File: config.mk
export PLATFORM = sky130hd
export DESIGN_NAME = fcrt_ram
export DESIGN_NICKNAME = d
export VERILOG_FILES = /design/src/hdl/function_call_return_tracker_core_assert.svh /design/src/hdl/fcrt_ram.sv
export SDC_FILE = /design/constraint.sdc
export NUM_CORES = 2
export LEC_CHECK = 0
export ABC_CLOCK_PERIOD_IN_PS = 6700
export BUFFER_PORTS_ARGS = -buffer_cell sky130_fd_sc_hd__buf_2
export CORE_ASPECT_RATIO = 0.7
export CORE_MARGIN = 3
export CORE_UTILIZATION = 50
export CTS_CLUSTER_DIAMETER = 30
export DETAILED_ROUTE_END_ITERATION = 12
export GPL_TIMING_DRIVEN = 1
export PLACE_DENSITY = 0.76
export SLEW_MARGIN = 20
export SYNTH_ARGS = -nofsm -noshare
export SYNTH_HDL_FRONTEND = slang
export SYNTH_SLANG_ARGS = --single-unit
File: constraint.sdc
create_clock -name clk -period 6.7 [get_ports clk]
set_clock_uncertainty 0.1 [all_clocks]
set_input_delay 0 -clock clk [delete_from_list [all_inputs] [get_ports clk]]
set_output_delay 0 -clock clk [all_outputs]
set_load 0.05 [all_outputs]
File: src/hdl/function_call_return_tracker_core_assert.svh
// assertion macros for the function call return tracker
`ifndef FUNCTION_CALL_RETURN_TRACKER_CORE_ASSERT_SVH
`define FUNCTION_CALL_RETURN_TRACKER_CORE_ASSERT_SVH

`ifndef SYNTHESIS
`define FCRT_ASSERT(label, clk, rst, prop) \
  label: assert property (@(posedge clk) disable iff (rst) prop) \
    else $error("fcrt assertion failed");
`define FCRT_ASSERT_ALWAYS(label, clk, prop) \
  label: assert property (@(posedge clk) prop) \
    else $error("fcrt assertion failed");
`else
`define FCRT_ASSERT(label, clk, rst, prop)
`define FCRT_ASSERT_ALWAYS(label, clk, prop)
`endif

`endif

File: src/hdl/fcrt_ram.sv
// generic single write port ram with registered read
module fcrt_ram #(
  parameter int WIDTH = 32,
  parameter int DEPTH = 64,
  localparam int AW = $clog2(DEPTH)
) (
  input  logic             clk,
  input  logic             wr_en,
  input  logic [AW-1:0]    wr_addr,
  input  logic [WIDTH-1:0] wr_data,
  input  logic             rd_en,
  input  logic [AW-1:0]    rd_addr,
  output logic [WIDTH-1:0] rd_data
);

  logic [WIDTH-1:0] mem [DEPTH];

  always_ff @(posedge clk) begin
    if (wr_en) begin
      mem[wr_addr] <= wr_data;
    end
    if (rd_en) begin
      rd_data <= mem[rd_addr];
    end
  end

endmodule

==> impl_metrics.env <==
export IMPL_status="finished, final reports clean"
export IMPL_startpoint_type="input port"
export IMPL_clkSinkCount=2080
export IMPL_numCtsBuffers=226
export IMPL_vias=38900
export IMPL_multi_input_area_sq_um=16000
export IMPL_grt_pass1_vias=39000
export IMPL_finalWorstPathRequiredPeriod_ns=3.54
export IMPL_globalplace_congestion=0.850
export IMPL_drc=0
export IMPL_hold_class="input port to flip-flop"
export IMPL_clkTransAtPathRegs_ns=0.07
export IMPL_rsz0062_at_grt="false"
export IMPL_netlist_area_sq_um=78800
export IMPL_fin_tns_setup_ns=0
export IMPL_wirelength_um=210000
export IMPL_synth_top_flop_cell="edfxtp_1"
export IMPL_postRouteAntennaNets=0
export IMPL_hold_path_startpoint="rd_en"
export IMPL_drv_cap=0
export IMPL_grt_max_degree=125
export IMPL_fin_nets=3659
export IMPL_clock_path_buffers=3
export IMPL_num_rows=121
export IMPL_relSlewSlack_pct=27.6
export IMPL_final_cells=5909
export IMPL_io_pins=79
export IMPL_rr_startpoint="mem[33][20]"
export IMPL_timing_rr_end="rd_data[20]"
export IMPL_ys_seq_area_share_pct=79.2
export IMPL_dp_cells=5437
export IMPL_seq_area_sq_um=62500
export IMPL_final_setup_viol_count=0
export IMPL_reg2reg_slack_ns=4.14
export IMPL_grt_met1_usage_pct=37.5
export IMPL_use_met3_pct=9.19
export IMPL_ir_drop_mv=0.334
export IMPL_final_common_cell="edfxtp_1"
export IMPL_end_kind="flip-flop"
export IMPL_synth_top_area_share_pct=79.2
export IMPL_coreArea_sq_um=156000
export IMPL_grt_pass1_wl_um=297000
export IMPL_synth_async_reset_ratio_pct=0
export IMPL_p_leak_nw=28.4
export IMPL_final_cell_mix="2,080 x edfxtp_1, 544 x mux4_2, 230 x clkbuf_16, 122 x buf_4, 93 x mux2i_1"
export IMPL_period_share_pct=52.8
export IMPL_grt_usage_pct=26.0
export IMPL_firstDrtPassIters=6
export IMPL_area_growth_pct=15.2
export IMPL_fillerInstances=10400
export IMPL_p_per_area_nw_per_um2=318
export IMPL_hpwl_um=107000
export IMPL_critical_path_max_fanout=83
export IMPL_synth_nets=3371
export IMPL_wl_per_cell_um=35.6
export IMPL_hold_viol=0
export IMPL_hold_depth=2
export IMPL_root_buffer="clkbuf_16"
export IMPL_ys_ff_latch=2080
export IMPL_cts_tree="yes"
export IMPL_synth_edf_count=2080
export IMPL_postSynthAreaPerCell_sq_um=23.7
export IMPL_synthCells=3324
export IMPL_ys_warnings_count=0
export IMPL_worst_ep_arrival_time_ns=4.12
export IMPL_synthTopCellsByArea="edfxtp_1 79%, mux4_2 16%, mux2i_1 1.2%, o22ai_1 0.67%, nor2_1 0.65%"
export IMPL_die_area_sq_um=163000
export IMPL_grt_overflow=0
export IMPL_synth_area_leader_cell="edfxtp_1"
export IMPL_path_class="input port to flip-flop"
export IMPL_fp_dieW_um=481
export IMPL_drt_iter0_drc=6610
export IMPL_antenna_found_initial=20
export IMPL_synth_cell_types=33
export IMPL_die_h_um=338
export IMPL_met2_usage_pct=36.9
export IMPL_slew_viol_final=0
export IMPL_start_util_pct=50.5
export IMPL_cp_required_ns=7.28
export IMPL_final_layout_size_suffix_gt1_share_pct=31.7
export IMPL_min_to="rd_data[24]"
export IMPL_tightest_slew_ns=1.08
export IMPL_busiest_layer="met1"
export IMPL_portBuffers=78
export IMPL_via_per_inst=6.58
export IMPL_r2r_cells=5
export IMPL_cts_setup_buffers=0
export IMPL_clkLatencyLatePin_ns=0.83
export IMPL_cts_max_level=4
export IMPL_fmax_mhz=282
==> routing by layer <==
metal  up-vias  part of all wire, %
met5         -                0.032
met4        10                  3.4
met3       395                   15
met2      3155                   45
met1     20400                   36
li1      14900                    -
==> Yosys cell counts (7+ instances only) <==
| cell type | instances |
|---|---|
| buf_4 | 25 |
| buf_1 | 21 |
| buf_2 | 57 |
| nor2_1 | 137 |
| o22ai_1 | 84 |
| a311oi_1 | 8 |
| nand2_1 | 26 |
| a22oi_1 | 12 |
| o221ai_1 | 27 |
| nor3_1 | 7 |
| nand2b_1 | 8 |
| mux4_2 | 544 |
| nor2b_1 | 15 |
| clkbuf_1 | 74 |
| mux2i_1 | 93 |
| a21oi_1 | 62 |
| edfxtp_1 | 2080 |
==> through the flow <==
stage | total power [mW] | hold slack (ns) | setup WS (ns) | util (%) | area [sq um]
2_1_floorplan | 15.5 | -0.00113 | 3.44 | - | 78800
3_3_place_gp | 16.2 | 0.456 | 2.67 | 52.9 | 82500
3_5_place_dp | 16.2 | 0.336 | 2.72 | 52.9 | 82500
4_1_cts | 29.0 | 0.0217 | 3.13 | 58.1 | 90700
5_1_grt | 29.6 | 0.0713 | 3.14 | 58.2 | 90800
6_report | 28.9 | 0.0832 | 3.16 | 58.2 | 90800
==> worst max path at each step <==
stage | startpoint | cells past startpoint | endpoint
after global routing | rd_addr[3] | 8 | rd_data[24]
after floorplan | wr_addr[3] | 4 | mem[48][0]
after CTS | rd_addr[3] | 8 | rd_data[16]
after detailed placement | rd_addr[2] | 7 | rd_data[16]
final | rd_addr[3] | 8 | rd_data[24]
after global placement | rd_addr[2] | 7 | rd_data[24]
==> critical path, cell delays in order <==
cell           delay (ns)
dlygate4sd3_1        0.53
buf_4                0.46
buf_12               0.50
nand2b_2             0.76
o22ai_1              0.21
nor2_1               0.85
a21oi_1              0.43
nor2_1               0.19
==> power breakdown <==
group | switching [mW] | internal (mW)
logic | 0.992 | 0.486
clock network | 5.42 | 7.52
registers | 0.0571 | 14.4
==> state kept, by name, indices dropped and copies added, names as in the netlist <==
| name | flops |
|---|---|
| mem | 2048 |
| rd_data | 32 |
==> repair_timing <==
item                                   in CTS  in global routing
hold buffers                               38                  0
gates resized for setup                     0                  0
endpoints found under the hold margin    2159                  0
==> cell families after synthesis <==
family                 share of synthesized area (%)
buffers and inverters                           1.12
AO/OA/AOI/OAI                                   1.67
flip-flops                                      79.2
multiplexers                                    16.7
AND/OR/NAND/NOR                                 1.26
==> final cells by class <==
cell class,count,area share [%]
Clock inverter,163,2.15
Timing Repair Buffer,242,2.06
Antenna cell,10,0.0276
Tap cell,2091,2.88
Clock buffer,261,6.47
Multi-Input combinational cell,1062,17.6
Sequential cell,2080,68.8
Power figures use the tool's default switching activity.
